<file path="src/rtl/core/nos_pkg.sv">
package nos_pkg;

  // item field widths
  localparam int ACTION_W = 2;
  localparam int OFFSET_W = 22;
  localparam int SIZE_W   = 20;
  localparam int KIND_W   = 3;
  localparam int OPC_W    = 3;
  localparam int BLK_W    = 8;
  localparam int PG_W     = 6;
  localparam int BYTE_W   = 8;
  localparam int LEN_W    = 9;
  localparam int BUF_W    = 16;
  localparam int TMO_W    = 16;

  // byte counter, holds size plus an in-block start
  localparam int CNT_W = 22;

  // register port
  localparam int APB_DW = 32;
  localparam int APB_AW = 4;

  localparam int DEF_PAGE_BYTES      = 256;
  localparam int DEF_PAGES_PER_BLOCK = 64;
  localparam int DEF_MAX_UNITS       = 20;

  localparam logic [TMO_W-1:0] RST_READ_TMO  = 16'd1000;
  localparam logic [TMO_W-1:0] RST_PROG_TMO  = 16'd2000;
  localparam logic [TMO_W-1:0] RST_ERASE_TMO = 16'd10000;

  typedef enum logic [1:0] {
    REG_READ_TMO  = 2'd0,
    REG_PROG_TMO  = 2'd1,
    REG_ERASE_TMO = 2'd2
  } nos_reg_t;

  typedef enum logic [ACTION_W-1:0] {
    ACT_READ  = 2'd0,
    ACT_PROG  = 2'd1,
    ACT_ERASE = 2'd2
  } nos_act_t;

  typedef enum logic [KIND_W-1:0] {
    K_CMD  = 3'd0,
    K_ADDR = 3'd1,
    K_DIN  = 3'd2,
    K_DOUT = 3'd3,
    K_WAIT = 3'd4,
    K_REJ  = 3'd5
  } nos_kind_t;

  typedef enum logic [OPC_W-1:0] {
    OP_RD_SETUP = 3'd0,
    OP_RD_EXEC  = 3'd1,
    OP_PG_SETUP = 3'd2,
    OP_PG_EXEC  = 3'd3,
    OP_ER_SETUP = 3'd4,
    OP_ER_EXEC  = 3'd5
  } nos_op_t;

  typedef enum logic [2:0] {
    ST_IDLE,
    ST_DIV_BLK,
    ST_DIV_PG,
    ST_CHECK,
    ST_REJ,
    ST_SETUP,
    ST_ADDR,
    ST_UNIT
  } nos_state_t;

  typedef struct packed {
    logic [TMO_W-1:0] rd;
    logic [TMO_W-1:0] pg;
    logic [TMO_W-1:0] er;
  } nos_tmo_t;

endpackage

</file>
<file path="src/rtl/core/nos_if.sv">
interface nos_in_if;
  logic                          valid;
  logic                          ready;
  logic [nos_pkg::ACTION_W-1:0]  action;
  logic [nos_pkg::OFFSET_W-1:0]  offset;
  logic [nos_pkg::SIZE_W-1:0]    transfer_size;

  modport source (output valid, action, offset, transfer_size, input ready);
  modport sink   (input valid, action, offset, transfer_size, output ready);
endinterface

interface nos_out_if;
  logic                        valid;
  logic                        ready;
  logic [nos_pkg::KIND_W-1:0]  instr_kind;
  logic [nos_pkg::OPC_W-1:0]   opcode;
  logic                        addr_full;
  logic [nos_pkg::BLK_W-1:0]   addr_block;
  logic [nos_pkg::PG_W-1:0]    addr_page;
  logic [nos_pkg::BYTE_W-1:0]  addr_byte;
  logic [nos_pkg::LEN_W-1:0]   chunk_length;
  logic [nos_pkg::BUF_W-1:0]   buffer_offset;
  logic [nos_pkg::TMO_W-1:0]   wait_timeout;
  logic                        last;

  modport source (output valid, instr_kind, opcode, addr_full, addr_block, addr_page,
                  addr_byte, chunk_length, buffer_offset, wait_timeout, last,
                  input ready);
  modport sink   (input valid, instr_kind, opcode, addr_full, addr_block, addr_page,
                  addr_byte, chunk_length, buffer_offset, wait_timeout, last,
                  output ready);
endinterface

</file>
<file path="src/rtl/core/nos_regs.sv">
module nos_regs (
  input  logic                        clk,
  input  logic                        rst_n,
  input  logic                        psel,
  input  logic                        penable,
  input  logic                        pwrite,
  input  logic [nos_pkg::APB_AW-1:0]  paddr,
  input  logic [nos_pkg::APB_DW-1:0]  pwdata,
  output logic [nos_pkg::APB_DW-1:0]  prdata,
  output logic                        pready,
  output nos_pkg::nos_tmo_t           tmo
);
  import nos_pkg::*;

  nos_tmo_t tmo_r, tmo_nxt;
  nos_reg_t idx;
  logic     wr;

  assign idx    = nos_reg_t'(paddr[APB_AW-1:2]);
  assign wr     = psel && penable && pwrite;
  assign pready = 1'b1;
  assign tmo    = tmo_r;

  always_comb begin
    tmo_nxt = tmo_r;
    if (wr) begin
      case (idx)
        REG_READ_TMO:  tmo_nxt.rd = pwdata[TMO_W-1:0];
        REG_PROG_TMO:  tmo_nxt.pg = pwdata[TMO_W-1:0];
        REG_ERASE_TMO: tmo_nxt.er = pwdata[TMO_W-1:0];
        default: ;
      endcase
    end
  end

  always_comb begin
    case (idx)
      REG_READ_TMO:  prdata = APB_DW'(tmo_r.rd);
      REG_PROG_TMO:  prdata = APB_DW'(tmo_r.pg);
      REG_ERASE_TMO: prdata = APB_DW'(tmo_r.er);
      default:       prdata = '0;
    endcase
  end

  always_ff @(posedge clk) begin
    if (!rst_n) begin
      tmo_r.rd <= RST_READ_TMO;
      tmo_r.pg <= RST_PROG_TMO;
      tmo_r.er <= RST_ERASE_TMO;
    end else begin
      tmo_r <= tmo_nxt;
    end
  end

endmodule

</file>
<file path="src/rtl/core/nos_div.sv">
module nos_div #(
  parameter int DW   = 22,
  parameter int VW   = 15,
  parameter int D_HI = 16384,
  parameter int D_LO = 256
) (
  input  logic          clk,
  input  logic          rst_n,
  input  logic          start,
  input  logic          sel_lo,
  input  logic [DW-1:0] dividend,
  output logic          done,
  output logic [DW-1:0] quotient,
  output logic [VW-1:0] remainder
);

  // q = (x * ceil(2^s / d)) >> s with s = DW + ceil(log2(d)) is exact for any DW-bit x
  localparam int MW   = DW + 2;
  localparam int PW   = DW + MW;
  localparam int S_HI = DW + $clog2(D_HI);
  localparam int S_LO = DW + $clog2(D_LO);
  localparam longint unsigned M_HI =
    ((64'd1 << S_HI) + 64'(D_HI) - 64'd1) / 64'(D_HI);
  localparam longint unsigned M_LO =
    ((64'd1 << S_LO) + 64'(D_LO) - 64'd1) / 64'(D_LO);

  logic          sel_r, sel_nxt;
  logic [DW-1:0] x_r, x_nxt;
  logic [DW-1:0] quo_r, quo_nxt;
  logic [VW-1:0] rem_r, rem_nxt;
  logic          mul_r, mul_nxt;
  logic          sub_r, sub_nxt;
  logic          done_r, done_nxt;
  logic [DW-1:0] op_a;
  logic [MW-1:0] op_b;
  logic [PW-1:0] prod;

  // one multiplier: reciprocal product first, then quotient times divisor
  always_comb begin
    op_a = mul_r ? x_r : quo_r;
    if (mul_r) begin
      op_b = sel_r ? MW'(M_LO) : MW'(M_HI);
    end else begin
      op_b = sel_r ? MW'(D_LO) : MW'(D_HI);
    end
    prod     = PW'(op_a) * PW'(op_b);
    sel_nxt  = sel_r;
    x_nxt    = x_r;
    quo_nxt  = quo_r;
    rem_nxt  = rem_r;
    mul_nxt  = 1'b0;
    sub_nxt  = 1'b0;
    done_nxt = 1'b0;
    if (start) begin
      x_nxt   = dividend;
      sel_nxt = sel_lo;
      mul_nxt = 1'b1;
    end else if (mul_r) begin
      quo_nxt = sel_r ? DW'(prod >> S_LO) : DW'(prod >> S_HI);
      sub_nxt = 1'b1;
    end else if (sub_r) begin
      rem_nxt  = x_r[VW-1:0] - prod[VW-1:0];
      done_nxt = 1'b1;
    end
  end

  always_ff @(posedge clk) begin
    if (!rst_n) begin
      mul_r  <= 1'b0;
      sub_r  <= 1'b0;
      done_r <= 1'b0;
    end else begin
      mul_r  <= mul_nxt;
      sub_r  <= sub_nxt;
      done_r <= done_nxt;
    end
  end

  always_ff @(posedge clk) begin
    sel_r <= sel_nxt;
    x_r   <= x_nxt;
    quo_r <= quo_nxt;
    rem_r <= rem_nxt;
  end

  assign done      = done_r;
  assign quotient  = quo_r;
  assign remainder = rem_r;

endmodule

</file>
<file path="src/rtl/core/nand_operation_sequencer.sv">
// Turns one read, program or erase request into its list of NAND instructions, one
// instruction beat per cycle on out_ch while the sink is ready. A request is taken
// only while the block is idle. The shared reciprocal multiplier then splits the start
// offset into block, page and byte, the block split first and then the page split. The
// unit-count check follows, then the n instructions (1 to 62), which wait while the sink
// holds ready low, and the block then goes back to idle to take the next request.
// Timeouts come from three 16-bit registers at byte addresses 0, 4 and 8.
module nand_operation_sequencer #(
  parameter int PAGE_BYTES      = nos_pkg::DEF_PAGE_BYTES,
  parameter int PAGES_PER_BLOCK = nos_pkg::DEF_PAGES_PER_BLOCK,
  parameter int MAX_UNITS       = nos_pkg::DEF_MAX_UNITS
) (
  input  logic                        clk,
  input  logic                        rst_n,
  nos_in_if.sink                      in_ch,
  nos_out_if.source                   out_ch,
  input  logic                        psel,
  input  logic                        penable,
  input  logic                        pwrite,
  input  logic [nos_pkg::APB_AW-1:0]  paddr,
  input  logic [nos_pkg::APB_DW-1:0]  pwdata,
  output logic [nos_pkg::APB_DW-1:0]  prdata,
  output logic                        pready
);
  import nos_pkg::*;

  localparam int BLOCK_BYTES = PAGE_BYTES * PAGES_PER_BLOCK;
  localparam int VW          = $clog2(BLOCK_BYTES + 1);
  localparam int BW          = $clog2(PAGE_BYTES);
  localparam logic [31:0] PG_LIM = 32'(MAX_UNITS * PAGE_BYTES);
  localparam logic [31:0] ER_LIM = 32'(MAX_UNITS * BLOCK_BYTES);

  nos_tmo_t tmo;

  nos_regs u_regs (
    .clk     (clk),
    .rst_n   (rst_n),
    .psel    (psel),
    .penable (penable),
    .pwrite  (pwrite),
    .paddr   (paddr),
    .pwdata  (pwdata),
    .prdata  (prdata),
    .pready  (pready),
    .tmo     (tmo)
  );

  nos_state_t          state_r, state_nxt;
  logic [ACTION_W-1:0] action_r, action_nxt;
  logic [SIZE_W-1:0]   size_r, size_nxt;
  logic [BLK_W-1:0]    blk_r, blk_nxt;
  logic [VW-1:0]       remb_r, remb_nxt;
  logic [PG_W-1:0]     pg_r, pg_nxt;
  logic [BW-1:0]       byt_r, byt_nxt;
  logic [CNT_W-1:0]    cnt_r, cnt_nxt;
  logic [VW-1:0]       avail_r, avail_nxt;
  logic [BUF_W-1:0]    cursor_r, cursor_nxt;
  logic [1:0]          phase_r, phase_nxt;

  logic                out_valid_r;
  nos_kind_t           o_kind_r;
  nos_op_t             o_op_r;
  logic                o_full_r;
  logic [BLK_W-1:0]    o_blk_r;
  logic [PG_W-1:0]     o_pg_r;
  logic [BYTE_W-1:0]   o_byte_r;
  logic [LEN_W-1:0]    o_len_r;
  logic [BUF_W-1:0]    o_buf_r;
  logic [TMO_W-1:0]    o_tmo_r;
  logic                o_last_r;

  // shared divider
  logic                div_start, div_done, div_sel_lo;
  logic [OFFSET_W-1:0] div_dividend, div_quo;
  logic [VW-1:0]       div_rem;

  logic accept;
  assign accept       = in_ch.valid && in_ch.ready;
  assign in_ch.ready  = (state_r == ST_IDLE);
  assign div_start    = accept || (state_r == ST_DIV_BLK && div_done);
  assign div_dividend = (state_r == ST_IDLE) ? in_ch.offset : OFFSET_W'(div_rem);
  // page split starts once the block split is done
  assign div_sel_lo   = (state_r != ST_IDLE);

  nos_div #(
    .DW   (OFFSET_W),
    .VW   (VW),
    .D_HI (BLOCK_BYTES),
    .D_LO (PAGE_BYTES)
  ) u_div (
    .clk       (clk),
    .rst_n     (rst_n),
    .start     (div_start),
    .sel_lo    (div_sel_lo),
    .dividend  (div_dividend),
    .done      (div_done),
    .quotient  (div_quo),
    .remainder (div_rem)
  );

  logic             is_erase, is_prog, bad_act, too_many, unit_last;
  logic [CNT_W-1:0] span_er, span_pg, step, len;
  logic [1:0]       last_phase;

  always_comb begin
    is_erase   = (action_r == ACT_ERASE);
    is_prog    = (action_r == ACT_PROG);
    bad_act    = !(action_r inside {ACT_READ, ACT_PROG, ACT_ERASE});
    span_er    = CNT_W'(size_r) + CNT_W'(remb_r);
    span_pg    = CNT_W'(size_r) + CNT_W'(byt_r);
    too_many   = is_erase ? (32'(span_er) > ER_LIM) : (32'(span_pg) > PG_LIM);
    step       = CNT_W'(avail_r);
    unit_last  = (cnt_r <= step);
    len        = unit_last ? cnt_r : step;
    last_phase = is_erase ? 2'd1 : 2'd2;
  end

  // instruction for the current step
  logic              e_valid;
  nos_kind_t         e_kind;
  nos_op_t           e_op;
  logic              e_full;
  logic [BLK_W-1:0]  e_blk;
  logic [PG_W-1:0]   e_pg;
  logic [BYTE_W-1:0] e_byte;
  logic [LEN_W-1:0]  e_len;
  logic [BUF_W-1:0]  e_buf;
  logic [TMO_W-1:0]  e_tmo;
  logic              e_last;
  logic              out_free, fire;

  assign out_free = !out_valid_r || out_ch.ready;
  assign fire     = e_valid && out_free;

  always_comb begin
    e_valid = 1'b0;
    e_kind  = K_CMD;
    e_op    = OP_RD_SETUP;
    e_full  = 1'b0;
    e_blk   = '0;
    e_pg    = '0;
    e_byte  = '0;
    e_len   = '0;
    e_buf   = '0;
    e_tmo   = '0;
    e_last  = 1'b0;
    case (state_r)
      ST_REJ: begin
        e_valid = 1'b1;
        e_kind  = K_REJ;
        e_last  = 1'b1;
      end
      ST_SETUP: begin
        e_valid = 1'b1;
        e_op    = is_erase ? OP_ER_SETUP : (is_prog ? OP_PG_SETUP : OP_RD_SETUP);
      end
      ST_ADDR: begin
        e_valid = 1'b1;
        e_kind  = K_ADDR;
        e_full  = !is_erase;
        e_blk   = blk_r;
        e_pg    = is_erase ? '0 : pg_r;
        e_byte  = is_erase ? '0 : BYTE_W'(byt_r);
        e_last  = (cnt_r == '0);
      end
      ST_UNIT: begin
        e_valid = 1'b1;
        e_last  = unit_last && (phase_r == last_phase);
        if (is_erase) begin
          if (phase_r == 2'd0) begin
            e_op = OP_ER_EXEC;
          end else begin
            e_kind = K_WAIT;
            e_tmo  = tmo.er;
          end
        end else if (is_prog) begin
          case (phase_r)
            2'd0: begin
              e_kind = K_DIN;
              e_len  = LEN_W'(len);
              e_buf  = cursor_r;
            end
            2'd1: e_op = OP_PG_EXEC;
            default: begin
              e_kind = K_WAIT;
              e_tmo  = tmo.pg;
            end
          endcase
        end else begin
          case (phase_r)
            2'd0: e_op = OP_RD_EXEC;
            2'd1: begin
              e_kind = K_WAIT;
              e_tmo  = tmo.rd;
            end
            default: begin
              e_kind = K_DOUT;
              e_len  = LEN_W'(len);
              e_buf  = cursor_r;
            end
          endcase
        end
      end
      default: ;
    endcase
  end

  always_comb begin
    state_nxt = state_r;
    case (state_r)
      ST_IDLE:    if (accept) state_nxt = ST_DIV_BLK;
      ST_DIV_BLK: if (div_done) state_nxt = ST_DIV_PG;
      ST_DIV_PG:  if (div_done) state_nxt = ST_CHECK;
      ST_CHECK:   state_nxt = (bad_act || too_many) ? ST_REJ : ST_SETUP;
      ST_REJ:     if (fire) state_nxt = ST_IDLE;
      ST_SETUP:   if (fire) state_nxt = ST_ADDR;
      ST_ADDR:    if (fire) state_nxt = (cnt_r == '0) ? ST_IDLE : ST_UNIT;
      ST_UNIT: begin
        if (fire && phase_r == last_phase && unit_last) state_nxt = ST_IDLE;
      end
      default:    state_nxt = ST_IDLE;
    endcase
  end

  always_comb begin
    action_nxt = action_r;
    size_nxt   = size_r;
    blk_nxt    = blk_r;
    remb_nxt   = remb_r;
    pg_nxt     = pg_r;
    byt_nxt    = byt_r;
    cnt_nxt    = cnt_r;
    avail_nxt  = avail_r;
    cursor_nxt = cursor_r;
    phase_nxt  = phase_r;
    case (state_r)
      ST_IDLE: begin
        if (accept) begin
          action_nxt = in_ch.action;
          size_nxt   = in_ch.transfer_size;
        end
      end
      ST_DIV_BLK: begin
        if (div_done) begin
          blk_nxt  = BLK_W'(div_quo);
          remb_nxt = div_rem;
        end
      end
      ST_DIV_PG: begin
        if (div_done) begin
          pg_nxt  = PG_W'(div_quo);
          byt_nxt = div_rem[BW-1:0];
        end
      end
      ST_CHECK: begin
        cnt_nxt    = is_erase ? span_er : CNT_W'(size_r);
        avail_nxt  = is_erase ? VW'(BLOCK_BYTES) : VW'(PAGE_BYTES) - VW'(byt_r);
        cursor_nxt = '0;
        phase_nxt  = '0;
      end
      ST_UNIT: begin
        if (fire) begin
          if (phase_r == last_phase) begin
            phase_nxt  = '0;
            cnt_nxt    = cnt_r - len;
            cursor_nxt = cursor_r + BUF_W'(len);
            // only the first page is shortened by the in-page start
            avail_nxt  = is_erase ? VW'(BLOCK_BYTES) : VW'(PAGE_BYTES);
          end else begin
            phase_nxt = phase_r + 2'd1;
          end
        end
      end
      default: ;
    endcase
  end

  always_ff @(posedge clk) begin
    if (!rst_n) begin
      state_r     <= ST_IDLE;
      out_valid_r <= 1'b0;
    end else begin
      state_r <= state_nxt;
      if (out_free) out_valid_r <= e_valid;
    end
  end

  always_ff @(posedge clk) begin
    action_r <= action_nxt;
    size_r   <= size_nxt;
    blk_r    <= blk_nxt;
    remb_r   <= remb_nxt;
    pg_r     <= pg_nxt;
    byt_r    <= byt_nxt;
    cnt_r    <= cnt_nxt;
    avail_r  <= avail_nxt;
    cursor_r <= cursor_nxt;
    phase_r  <= phase_nxt;
    if (fire) begin
      o_kind_r <= e_kind;
      o_op_r   <= e_op;
      o_full_r <= e_full;
      o_blk_r  <= e_blk;
      o_pg_r   <= e_pg;
      o_byte_r <= e_byte;
      o_len_r  <= e_len;
      o_buf_r  <= e_buf;
      o_tmo_r  <= e_tmo;
      o_last_r <= e_last;
    end
  end

  assign out_ch.valid         = out_valid_r;
  assign out_ch.instr_kind    = o_kind_r;
  assign out_ch.opcode        = o_op_r;
  assign out_ch.addr_full     = o_full_r;
  assign out_ch.addr_block    = o_blk_r;
  assign out_ch.addr_page     = o_pg_r;
  assign out_ch.addr_byte     = o_byte_r;
  assign out_ch.chunk_length  = o_len_r;
  assign out_ch.buffer_offset = o_buf_r;
  assign out_ch.wait_timeout  = o_tmo_r;
  assign out_ch.last          = o_last_r;

`ifndef SYNTHESIS
  a_busy_after_accept: assert property (@(posedge clk) disable iff (!rst_n)
    in_ch.valid && in_ch.ready |=> !in_ch.ready)
    else $error("request accepted while a request is in progress");

  a_phase_range: assert property (@(posedge clk) disable iff (!rst_n)
    state_r == ST_UNIT |-> phase_r <= last_phase)
    else $error("unit phase beyond its last instruction");

  a_unit_bytes: assert property (@(posedge clk) disable iff (!rst_n)
    state_r == ST_UNIT |-> cnt_r != '0)
    else $error("unit step with no bytes left");

  a_reject_last: assert property (@(posedge clk) disable iff (!rst_n)
    out_valid_r && o_kind_r == K_REJ |-> o_last_r)
    else $error("rejected beat without last");
`endif

endmodule

</file>
<file path="src/flat_wrapper.sv">
// flat-port wrapper written by rule: the top's interface ports become plain ports
module nand_operation_sequencer_flat import nos_pkg::*;
#(
  parameter int PAGE_BYTES      = nos_pkg::DEF_PAGE_BYTES,
  parameter int PAGES_PER_BLOCK = nos_pkg::DEF_PAGES_PER_BLOCK,
  parameter int MAX_UNITS       = nos_pkg::DEF_MAX_UNITS
)
  (clk, rst_n, psel, penable, pwrite, paddr, pwdata, prdata, pready, in_ch_valid, in_ch_action, in_ch_offset, in_ch_transfer_size, in_ch_ready, out_ch_valid, out_ch_instr_kind, out_ch_opcode, out_ch_addr_full, out_ch_addr_block, out_ch_addr_page, out_ch_addr_byte, out_ch_chunk_length, out_ch_buffer_offset, out_ch_wait_timeout, out_ch_last, out_ch_ready);
  nos_in_if in_ch_i ();
  nos_out_if out_ch_i ();
  input  logic clk;
  input  logic rst_n;
  input  logic psel;
  input  logic penable;
  input  logic pwrite;
  input  logic [nos_pkg::APB_AW-1:0] paddr;
  input  logic [nos_pkg::APB_DW-1:0] pwdata;
  output logic [nos_pkg::APB_DW-1:0] prdata;
  output logic pready;
  input wire logic [$bits(in_ch_i.valid)-1:0] in_ch_valid;
  input wire logic [$bits(in_ch_i.action)-1:0] in_ch_action;
  input wire logic [$bits(in_ch_i.offset)-1:0] in_ch_offset;
  input wire logic [$bits(in_ch_i.transfer_size)-1:0] in_ch_transfer_size;
  output wire logic [$bits(in_ch_i.ready)-1:0] in_ch_ready;
  output wire logic [$bits(out_ch_i.valid)-1:0] out_ch_valid;
  output wire logic [$bits(out_ch_i.instr_kind)-1:0] out_ch_instr_kind;
  output wire logic [$bits(out_ch_i.opcode)-1:0] out_ch_opcode;
  output wire logic [$bits(out_ch_i.addr_full)-1:0] out_ch_addr_full;
  output wire logic [$bits(out_ch_i.addr_block)-1:0] out_ch_addr_block;
  output wire logic [$bits(out_ch_i.addr_page)-1:0] out_ch_addr_page;
  output wire logic [$bits(out_ch_i.addr_byte)-1:0] out_ch_addr_byte;
  output wire logic [$bits(out_ch_i.chunk_length)-1:0] out_ch_chunk_length;
  output wire logic [$bits(out_ch_i.buffer_offset)-1:0] out_ch_buffer_offset;
  output wire logic [$bits(out_ch_i.wait_timeout)-1:0] out_ch_wait_timeout;
  output wire logic [$bits(out_ch_i.last)-1:0] out_ch_last;
  input wire logic [$bits(out_ch_i.ready)-1:0] out_ch_ready;
  assign in_ch_i.valid = in_ch_valid;
  assign in_ch_i.action = in_ch_action;
  assign in_ch_i.offset = in_ch_offset;
  assign in_ch_i.transfer_size = in_ch_transfer_size;
  assign in_ch_ready = in_ch_i.ready;
  assign out_ch_valid = out_ch_i.valid;
  assign out_ch_instr_kind = out_ch_i.instr_kind;
  assign out_ch_opcode = out_ch_i.opcode;
  assign out_ch_addr_full = out_ch_i.addr_full;
  assign out_ch_addr_block = out_ch_i.addr_block;
  assign out_ch_addr_page = out_ch_i.addr_page;
  assign out_ch_addr_byte = out_ch_i.addr_byte;
  assign out_ch_chunk_length = out_ch_i.chunk_length;
  assign out_ch_buffer_offset = out_ch_i.buffer_offset;
  assign out_ch_wait_timeout = out_ch_i.wait_timeout;
  assign out_ch_last = out_ch_i.last;
  assign out_ch_i.ready = out_ch_ready;
  nand_operation_sequencer #(.PAGE_BYTES(PAGE_BYTES), .PAGES_PER_BLOCK(PAGES_PER_BLOCK), .MAX_UNITS(MAX_UNITS)) u_core (.clk(clk), .rst_n(rst_n), .in_ch(in_ch_i), .out_ch(out_ch_i), .psel(psel), .penable(penable), .pwrite(pwrite), .paddr(paddr), .pwdata(pwdata), .prdata(prdata), .pready(pready));
endmodule
</file>
<file path="config.mk">
export PLATFORM = sky130hd
export DESIGN_NAME = nand_operation_sequencer_flat
export DESIGN_NICKNAME = d
export VERILOG_FILES = /design/src/rtl/core/nos_pkg.sv /design/src/rtl/core/nos_if.sv /design/src/rtl/core/nos_regs.sv /design/src/rtl/core/nos_div.sv /design/src/rtl/core/nand_operation_sequencer.sv /design/src/flat_wrapper.sv
export SDC_FILE = /design/constraint.sdc
export NUM_CORES = 1
export LEC_CHECK = 0
export BUFFER_PORTS_ARGS = -buffer_cell sky130_fd_sc_hd__buf_2
export CORE_UTILIZATION = 45
export CTS_CLUSTER_SIZE = 30
export DETAILED_ROUTE_END_ITERATION = 16
export PLACE_DENSITY_LB_ADDON = 0.08
export SYNTH_ARGS = -nofsm -noshare
export SYNTH_HDL_FRONTEND = slang
export SYNTH_SLANG_ARGS = --single-unit
</file>
<file path="constraint.sdc">
create_clock -name clk -period 12.3 [get_ports clk]
set_input_delay 0 -clock clk [delete_from_list [all_inputs] [get_ports clk]]
set_output_delay 0 -clock clk [all_outputs]
set_load 0.01 [all_outputs]
</file>
---- Yosys cells after proc, flatten, opt, wreduce, memory -nomap -nowiden ----
Index checks and enable logic that the tools add are counted.
word-level totals
  register bits ........................... 300
  latch bits .............................. 0
  memory bits (writable) .................. 0
  memory bits (read-only) ................. 0
  input bits .............................. 87
  output and inout port bits .............. 106
  logic and storage cells ................. 175
  memories ................................ 0
cells by class
  add/sub/neg operators ................... 7
  $mul .................................... 1
  div/mod/pow operators ................... 0
  magnitude comparators ................... 3
  equal/unequal tests ..................... 22
  shift-type cells ........................ 0
  muxes and demuxes ....................... 64
  bitwise gates (word level) .............. 5
  reduce and logical (&&, ||, !) cells .... 39
operators with widths
  operator                                                         number
  2-to-1 mux 16 bit                                                10
  2-to-1 mux 22 bit                                                5
  2-to-1 mux 15 bit                                                6
  one-hot mux 16 bit (3 select lines)                              1
  multiplier 22 x 24 -> 46 bit                                     1
  2-to-1 mux 3 bit                                                 15
  one-hot mux 22 bit (2 select lines)                              1
  one-hot mux 16 bit (2 select lines)                              1
  one-hot mux 15 bit (2 select lines)                              1
  2-to-1 mux 9 bit                                                 3
  2-to-1 mux 24 bit                                                1
  one-hot mux 3 bit (8 select lines)                               1
  greater-than comparator 22 x 13 -> 1 bit, second input constant  1
  greater-than comparator 22 x 19 -> 1 bit, second input constant  1
  less-or-equal comparator 22 x 15 -> 1 bit                        1
  logical NOT 22 bit                                               1
  subtractor 22 bit                                                1
  adder 20 x 15 -> 21 bit                                          1
  adder 20 x 8 -> 21 bit                                           1
  one-hot mux 3 bit (2 select lines)                               3
  adder 16 bit                                                     1
  AND reduction 2 bit                                              8
  subtractor 15 bit                                                1
  == test 3 bit, second input constant                             4
  28 further kinds                                                 71

---- Depth between registers and ports, before layout ----
Gate-level depths: netlist of run 1.
  depth in word-level cells ............... 8
  depth in mapped cells ................... 23
  depth with buffers taken out ............ 22

---- Cells and area by module ----
Synthesis of run 1 repeated with hierarchy kept, for this count alone.
second synthesis, totals
  cells, all modules ...................... 1657
  area total of the unflattened synthesis .. 17425.5 um^2
by module, submodules not included
  module                    instances  cells an instance  area each (um^2)  seq. area each (um^2)
  nand_operation_sequencer  1          995                10570.1           5485.3
  nos_div                   1          404                4504.3            1651.6
  nos_regs                  1          258                2351.0            960.9

---- Least setup slack after synthesis of run 1 ----
No wires, ideal clock.
  kind .................................... flip-flop to flip-flop
  start ................................... register u_core.u_div.sel_r
  end ..................................... register u_core.u_div.quo_r[7], in the netlist u_core.u_div.quotient[7], data pin
  library setup time ...................... 261 ps
  arrival ................................. 4581 ps
  data required time ...................... 12039 ps
  setup slack ............................. 7458 ps
  cell stages (with the launch flop) ...... 22
  buffers on the path ..................... 2
  period minus slack after synthesis ...... 4842 ps
  path through ............................ edfxtp_1 clkbuf_1 nor2_1 clkbuf_1 and2_1 ha_1 inv_1 fa_1 inv_1 ha_1 ha_1 ha_1 nand2_1 a211oi_1 nor3_1 a221oi_1 o211ai_1 a31o_2 o21bai_1 and3_1 xnor2_1 o21ai_0
on the way
  word-level cells in the longest chain between the ends .. 4
RTL lines
  what                          RTL line       RTL
  start: declaration            nos_div.sv:27  logic sel_r, sel_nxt;
  start signal: assignment      nos_div.sv:80  sel_r <= sel_nxt;
  2-to-1 mux 15 bit             nos_div.sv:44  op_b = sel_r ? MW'(D_LO) : MW'(D_HI);
  2-to-1 mux 24 bit             nos_div.sv:41  if (mul_r) begin
  multiplier 22 x 24 -> 46 bit  nos_div.sv:46  prod = PW'(op_a) * PW'(op_b);
  2-to-1 mux 10 bit *           nos_div.sv:59  quo_nxt = sel_r ? DW'(prod >> S_LO) : DW'(prod >> S_HI);
  end signal: assignment        nos_div.sv:82  quo_r <= quo_nxt;
  end: declaration              nos_div.sv:29  logic [DW-1:0] quo_r, quo_nxt;
Every way passes the cells marked *; elsewhere a longest branch is shown, timed or not.
A chain may end at the register's enable or synchronous reset.

---- Final worst setup path of run 1 ----
  start ................................... register u_core.u_div.mul_r
  end ..................................... register u_core.u_div.quo_r[7], in the netlist u_core.u_div.quotient[7], data pin
on the way
  word-level cells in the longest chain between the ends .. 3
  elaborated cells between the ends (all ways) .. 4
  those cells by class .................... 1 x mul; 3 x mux
RTL lines
  what                                                           RTL line                      RTL
  start: declaration                                             nos_div.sv:31                 logic mul_r, mul_nxt;
  start signal: assignment                                       nos_div.sv:73                 mul_r <= mul_nxt;
  2-to-1 mux 22 bit / 2-to-1 mux 24 bit (equally long branches)  nos_div.sv:40, nos_div.sv:41
  multiplier 22 x 24 -> 46 bit *                                 nos_div.sv:46
  2-to-1 mux 10 bit *                                            nos_div.sv:59
Marks and branches as above.

==> results.md, run 1 <==
- Startpoint Class: register
- Number of synthesized flops with an enable pin: 233
- Post-synthesis cell count: 1638
- Share of cells above drive strength 1: 14.4%
- GPL Wtd Cong: 0.856
- Post-synthesis async set-or-reset flop share: 0%
- Crit share post-route: 46.2%
- HPWL after detailed placement: 29300 um
- Ys Warns: 0
- Max Cap Viol: 0
- Core area: 0.0368 mm2
- Worst Skew: 0.0216 ns
- Area Growth Syn to Fin: 17.7%
- Final setup margin: 6.62 ns
- # setup viols final: 0
- Clock transition at path regs: 0.06 ns
- Total track usage: 21.6%
- Die W: 196 um
- Drc violations: 0
- Post-Layout Cell Count: 2353
- Worst Path Class, Setup: reg2reg
- First-pass GRT wire length: 64600 um
- # rows: 70
- WL final: 40900 um
- Most frequent cells in the layout: edfxtp_1, nand2_1, buf_2, ha_1, nor2_1
- CP Max Fanout: 27
- Fmax: 176 MHz
- Finished Cell Area: 0.0199 mm2
- PD cells: 133 mW/mm2
- First drt pass iteration count: 5
- Total CTS buffers: 34
- Avg Cell Area, Syn: 10.3 um2
- Main synth FF type: edfxtp_1
- Antenna violations before repair: 0
- RSZ-0062 raised after global routing: false
- Max-slew violations: 0
- Num ports: 193
- Status: completed
- Post-CTS Setup Bufs: 0
- Vias in the first global route: 11900
- DR vias: 12400
- Worst skew pair latency: 0.54 ns
- Vias/cell: 5.28
- Nets@finish: 2112
- Initial drt markers: 652
- Sink Count: 288
- WL per Instance: 17.4 um
- WP data arrival: 5.95 ns
- Placed cell area: 0.0182 mm2
- Post-synthesis sequential area ratio: 47.9%
- Final Hold Viols: 0
- WP data required: 12.58 ns
- Placed insts: 2229
- Total congestion overflow: 0
- Power, Total: 2.66 mW
- Root Buffer Master: clkbuf_16
- Count of different cell masters after synthesis: 74
- Final hold slack: 0.0354 ns
- Die Ht: 196 um
- Leak: 8.34 nW
- Most common cell after layout, fill and taps aside: edfxtp_1
- Starting Density: 46.0%
- Post-DRT Antenna Nets: 0
- H-Tree Level Count: 2
- Die area: 0.0384 mm2
- Clock Tree Buf Depth: 3
- Min-Delay Path Class: in2reg
- Syn Std Cell Area: 0.0169 mm2
- Slew HR: 18.4%
- Setup crit end kind: register
- Max IR drop VDD: 0.114 mV
- Final worst path period need: 5.68 ns
- Worst slew pin tran: 1.22 ns
- Core Util, Final: 54.1%
- Count of state elements after synthesis: 288
- Pin count of the biggest net entering global routing: 65
- Fin Setup TNS: 0 ns
- IO Port Bufs: 157
- CTS tree: built
- Worst slack, placed: 6.61 ns
-- synthesized netlist by cell type (31+ instances only) --
| master | number | share of area (%) |
|---|---|---|
| a21boi_0 | 36 | 1.6 |
| and2_1 | 80 | 3.0 |
| inv_1 | 92 | 2.0 |
| nor2_1 | 101 | 2.2 |
| clkbuf_1 | 58 | 1.3 |
| o21ai_0 | 75 | 2.2 |
| xnor2_1 | 38 | 2.0 |
| ha_1 | 155 | 11 |
| nand2_1 | 225 | 5.0 |
| a21oi_1 | 70 | 2.1 |
| dfxtp_1 | 55 | 6.5 |
| nor3_1 | 31 | 0.92 |
| nand3_1 | 37 | 1.1 |
| edfxtp_1 | 233 | 41 |
-- report_power, final --
part	internal (mW)	switching, mW
Clock	0.602	0.403
Combinational	0.207	0.281
Sequential	1.12	0.0427
-- kinds of logic (layout without fill, tap and decap cells) --
family | Yosys count | in the layout | share of synthesized area [%]
fa+ha+maj | 167 | 167 | 12.9
mux | 45 | 45 | 2.80
other cells | 2 | 32 | 0.0444
buf+inv | 174 | 391 | 4.36
flops | 288 | 288 | 47.9
xor+xnor | 64 | 64 | 3.36
compound gates | 315 | 315 | 12.1
simple gates | 583 | 583 | 16.5
-- worst max-delay path, cell delays in order, from the launching register on --
cell and delay (ns):
dfxtp_1 0.29, buf_4 0.21, nor2_1 0.59, and2_1 0.27
ha_1 0.15, inv_1 0.05, fa_1 0.53, inv_1 0.04
ha_1 0.29, ha_1 0.30, ha_1 0.32, nand2_1 0.08
a211oi_1 0.39, nor3_1 0.09, a221oi_1 0.55, o211ai_1 0.22
a31o_2 0.30, o21bai_1 0.25, and3_1 0.24, xnor2_1 0.14
o21ai_0 0.09
-- worst paths after layout --
check                      startpoint                        end  slack [ns]  cells after the start
hold reg to reg   u_core.u_div.x_r[1]  u_core.u_div.remainder[1]        0.44                      0
setup reg to reg   u_core.u_div.mul_r   u_core.u_div.quotient[7]        6.62                     20
hold / removal            in_ch_valid          u_core.state_r[1]        0.04                      6
setup / recovery   u_core.u_div.mul_r   u_core.u_div.quotient[7]        6.62                     20
-- area by class of cell --
| class | instances | area [um2] |
|---|---|---|
| multi-input combinational | 1205 | 8220 |
| clock inverter | 11 | 134 |
| clock buffer | 51 | 987 |
| inverter | 93 | 350 |
| antenna | 1 | 2.50 |
| tap | 468 | 586 |
| timing repair buffer | 236 | 1530 |
| fill | 3313 | 16900 |
| sequential | 288 | 8100 |
-- what timing repair did --
action | 4_1_cts | 5_1_grt
hold endpoints to repair | 96 | 0
hold buffers | 61 | 0
gates resized for setup | 0 | 0
-- per-layer routing --
metal	global-route usage, %	wire [um]	part of all wire (%)
met3	2.85	1880	4.6
met5	0	0	0
met2	34.2	18400	45
met1	30.6	19800	48
met4	6.63	773	1.9
-- sequential cells by signal, indices dropped and copies added, names as in the netlist, 15 cells and up --
name                         cells
u_core.u_regs.tmo               48
u_core.cnt_r                    22
u_core.u_div.x_r                22
u_core.size_r                   20
u_core.cursor_r                 16
u_core.out_ch.buffer_offset     16
u_core.out_ch.wait_timeout      16
u_core.remb_r                   15
u_core.u_div.quotient           15
u_core.u_div.remainder          15
Note: power is estimated with default switching activity, not from simulation.
==> inputs of run 2 (changes only) <==
Clock period 12.3 ns to 4.9 ns, I/O delays scaled along.
==> run 2 against run 1 <==
  * Global-route usage is 0.49 points higher
  * Power rose to 2.6 times the previous value
  * Sequential share of layout area fell by 0.57 points
  * Sequential cell count did not move
  * Hold slack improved by 0.0095 ns
  * Routed wire length up 2.1%
  * Largest cell class unchanged
==> results.md, run 2 (synthesis results as in run 1) <==
- Status: completed
- Fin Setup TNS: 0 ns
- Total congestion overflow: 0
- Total CTS buffers: 35
- Max Cap Viol: 0
- CTS tree: built
- Antenna violations before repair: 0
- Final hold slack: 0.0449 ns
- Area Growth Syn to Fin: 19.4%
- Worst path slowest cell: or3_1
- Core area: 0.0368 mm2
- IO Port Bufs: 157
- Share of cells above drive strength 1: 16.2%
- Setup crit end kind: register
- Drc violations: 0
- GPL Wtd Cong: 0.885
- Clock transition at path regs: 0.06 ns
- Die W: 196 um
- Startpoint Class: register
- Crit share post-route: 96.3%
- Vias/cell: 5.30
- Worst slew pin tran: 1.06 ns
- HPWL after detailed placement: 30200 um
- Worst Skew: 0.0179 ns
- First drt pass iteration count: 4
- Pin count of the biggest net entering global routing: 57
- CP peak stage delay: 0.40 ns
- Min-Delay Path Class: in2reg
- # setup viols final: 0
- Most frequent cells in the layout: edfxtp_1, nand2_1, buf_2, ha_1, nor2_1
- Die Ht: 196 um
- DR vias: 12600
- Clock Tree Buf Depth: 3
- Die area: 0.0384 mm2
- WP data required: 5.18 ns
- Final worst path period need: 4.72 ns
- Leak: 8.48 nW
- Root Buffer Master: clkbuf_16
- Max IR drop VDD: 0.257 mV
- Total track usage: 22.1%
- Max reg flops: 48
- PD cells: 336 mW/mm2
- Core Util, Final: 54.9%
- Crit-path cells: inv_1, ha_1, a21o_1, a21o_1, a221o_1, a211oi_1, o21ai_2, buf_6, mux2i_4, inv_1, ha_1, nor2b_1, o21ai_0, a21oi_1, o21ai_1, a21oi_1, and4_1, nor3_2, or3_1, xor2_1, nor2_1
- Sink Count: 288
- Worst Path Class, Setup: reg2reg
- # rows: 70
- Num ports: 193
- Worst skew pair latency: 0.55 ns
- Starting Density: 46.0%
- Initial drt markers: 679
- RSZ-0062 raised after global routing: true
- Ant diodes: 0
- Vias in the first global route: 12300
- WL per Instance: 17.6 um
- Filler cells: 3210
- Post-DRT Antenna Nets: 0
- WL final: 41700 um
- WP data arrival: 5.00 ns
- First-pass GRT wire length: 66500 um
- Power, Total: 6.79 mW
- Fmax: 212 MHz
- Nets@finish: 2129
- H-Tree Level Count: 2
- Max-slew violations: 0
- Placed insts: 2243
- CP Max Fanout: 23
- Most common cell after layout, fill and taps aside: edfxtp_1
- Final Hold Viols: 0
- Post-Layout Cell Count: 2370
- Slew HR: 29.2%
run 2: cell types whose count changed in the layout (fill, tap and decap cells not counted), sizes merged:
cell / change
diode: -1
clkinvlp: +2
inv: +1
clkinv: -1
buf: +16
run 2: critical path: cells and delay by family, from the launching register on:
kind	cells	cell delay, ns
compound gates	9	1.74
xor+xnor	1	0.14
fa+ha+maj	2	0.60
buf+inv	3	0.35
flops	1	0.38
mux	1	0.23
simple gates	5	1.01
run 2: routing by layer:
layer	share of wire, %	GRT usage (%)
met3	5.0	3.97
met1	48	30.8
met5	0	0
met4	1.9	5.50
met2	45	35.4
run 2: power breakdown:
part	total [mW]	internal [mW]	leakage (nW)	switching [mW]
Combinational	1.27	0.545	5.36	0.721
Clock	2.61	1.56	0.561	1.04
Sequential	2.92	2.81	2.56	0.109
run 2: cell type report:
class	instances	area [um2]	share of cell area, %
Clock inverter	13	145	0.719
Multi-Input combinational cell	1205	8330	41.3
Sequential cell	288	8100	40.1
Tap cell	468	586	2.90
Inverter	93	350	1.74
Timing Repair Buffer	252	1660	8.22
Clock buffer	51	1020	5.04
run 2: final timing paths:
| path | start | to | slack [ns] | cells past startpoint |
|---|---|---|---|---|
| setup reg to reg | u_core.avail_r[3] | u_core.cursor_r[12] | 0.18 | 21 |
| hold / removal | in_ch_valid | u_core.state_r[1] | 0.04 | 6 |
| hold reg to reg | u_core.u_div.x_r[6] | u_core.u_div.remainder[6] | 0.45 | 0 |
| setup / recovery | u_core.avail_r[3] | u_core.cursor_r[12] | 0.18 | 21 |
run 2: what timing repair did:
item / 4_1_cts / 5_1_grt
buffers inserted: 0 / 2
pin swaps: 0 / 5
gates resized for setup: 3 / 24
endpoints found under the hold margin: 94 / 0
endpoints found under the setup margin: 7 / 24
hold buffers: 61 / 0
run 2: metrics by stage:
| stage | instance area (um2) | setup WS (ns) |
|---|---|---|
| floorplan | 17000 | 0.0580 |
| global placement | 18300 | -0.0726 |
| detailed placement | 18300 | -0.178 |
| CTS | 20100 | 0.0376 |
| global route | 20200 | -0.0408 |
| finish | 20200 | 0.179 |
==> inputs of run 3 (changes only) <==
Settings changed: CORE_UTILIZATION 45 to 54, GPL_TIMING_DRIVEN from default to 0.
==> run 3 against run 2 <==
  * Critical endpoint unchanged
  * First-iteration DRC count increased by 45%
  * Sequential power about the same
  * Cell area increased by 1.1%
==> results.md, run 3 (synthesis results as in run 1) <==
- Crit share post-route: 96.0%
- Drc violations: 0
- Final Hold Viols: 0
- Num ports: 193
- Sw frac: 27.5%
- Post-DRT Antenna Nets: 0
- Area Growth Syn to Fin: 20.8%
- PD cells: 331 mW/mm2
- Setup crit end kind: register
- Pin count of the biggest net entering global routing: 49
- WL per Instance: 18.0 um
- Clock Tree Buf Depth: 3
- Leak: 8.60 nW
- # rows: 64
- Share of cells above drive strength 1: 16.3%
- Fin Setup TNS: 0 ns
- # setup viols final: 0
- DR vias: 13000
- CP Max Fanout: 5
- Final hold slack: 0.0557 ns
- Die W: 179 um
- Worst slew pin tran: 1.39 ns
- Max Cap Viol: 0
- Total track usage: 26.6%
- Startpoint Class: register
- Most frequent cells in the layout: edfxtp_1, nand2_1, buf_2, ha_1, nor2_1
- Final worst path period need: 4.70 ns
- Core area: 0.0307 mm2
- WP data required: 5.15 ns
- Die area: 0.0320 mm2
- CTS tree: built
- Total congestion overflow: 0
- Slew HR: 6.81%
- Placed insts: 2225
- Post-Layout Cell Count: 2358
- Antenna violations before repair: 1
- IO Port Bufs: 157
- Nets@finish: 2190
- Max reg flops: 48
- Sequential Power Share: 43.1%
- Most common cell after layout, fill and taps aside: edfxtp_1
- Sink Count: 288
- Final setup margin: 0.196 ns
- Combinational share of power: 19.7%
- First-pass GRT wire length: 65200 um
- Internal: 4.90 mW
- Clock share of power: 37.2%
- Status: completed
- Max IR drop VDD: 0.324 mV
- Worst Skew: 0.0161 ns
- Worst Path Class, Setup: reg2reg
- Clock transition at path regs: 0.06 ns
- Power, Total: 6.76 mW
- Max-slew violations: 0
- Die Ht: 179 um
- First drt pass iteration count: 5
- Initial drt markers: 983
- WL final: 42400 um
- GPL Wtd Cong: 0.914
- Vias/cell: 5.52
- H-Tree Level Count: 2
- Vias in the first global route: 12400
- Min-Delay Path Class: in2reg
- WP data arrival: 4.95 ns
- Filler cells: 2416
- HPWL after detailed placement: 30700 um
- Starting Density: 55.1%
- Worst skew pair latency: 0.51 ns
- Worst slack, placed: -0.951 ns
- Net Sw Power: 1.86 mW
- Total CTS buffers: 34
- Root Buffer Master: clkbuf_16
- Fmax: 213 MHz
-- run 3: path summary, 6_finish.rpt --
path,from,endpoint,slack (ns),cells after the start
max,u_core.cnt_r[15],u_core.cursor_r[12],0.20,19
min,rst_n,u_core.u_regs.tmo[0],0.06,3
max reg2reg,u_core.cnt_r[15],u_core.cursor_r[12],0.20,19
min reg2reg,u_core.u_div.x_r[2],u_core.u_div.remainder[2],0.46,0
-- run 3: power by group through the flow --
stage | sequential [mW] | clock, mW | combinational [mW]
after floorplan | 2.91 | 0 | 0.916
after global placement | 2.96 | 0 | 1.19
after detailed placement | 2.95 | 0 | 1.23
after CTS | 2.91 | 2.55 | 1.29
after global routing | 2.92 | 2.65 | 1.50
final | 2.91 | 2.52 | 1.34
-- run 3: worst max-delay path, cell delays in order (launching register included) --
cell and delay [ns]:
edfxtp_1 0.45, or2_1 0.26, or4_1 0.47, nor3_1 0.41, o21ai_2 0.22, buf_8 0.18
o21ai_4 0.17, ha_2 0.21, inv_1 0.05, fa_1 0.39, nor2b_2 0.15, o21ai_1 0.08
a21oi_1 0.19, o21ai_1 0.10, a21oi_1 0.21, and4_4 0.26, nor3_1 0.07, or3_1 0.38
xor2_1 0.14, nor2_1 0.05
-- run 3: metrics by stage --
stage,utilization [%],cell area (um2)
floorplan,-,17000
global placement,59.7,18300
detailed placement,60.0,18400
CTS,66.0,20200
global route,66.6,20400
finish,66.6,20400
-- run 3: cell type report --
cell class	instances	area (um2)	area share (%)
Sequential cell	288	8100	39.7
Tap cell	396	495	2.43
Multi-Input combinational cell	1205	8400	41.1
Antenna cell	1	2.50	0.0123
Clock buffer	46	947	4.64
Clock inverter	15	155	0.760
Buffer	79	404	1.98
Inverter	93	352	1.72
Timing Repair Buffer	235	1570	7.68
-- run 3: per-layer routing --
| metal | global-route usage [%] | wire, um |
|---|---|---|
| met5 | 0 | 0 |
| met4 | 8.37 | 1130 |
| met3 | 3.31 | 2390 |
| met2 | 44.4 | 19900 |
| met1 | 35.8 | 18900 |
-- run 3: repair_timing --
action | 4_1_cts | 5_1_grt
setup buffers | 6 | 6
hold buffers | 61 | 0
hold endpoints to repair | 94 | 0
pin swaps | 6 | 12
setup endpoints to repair | 36 | 26
gates resized for setup | 23 | 33
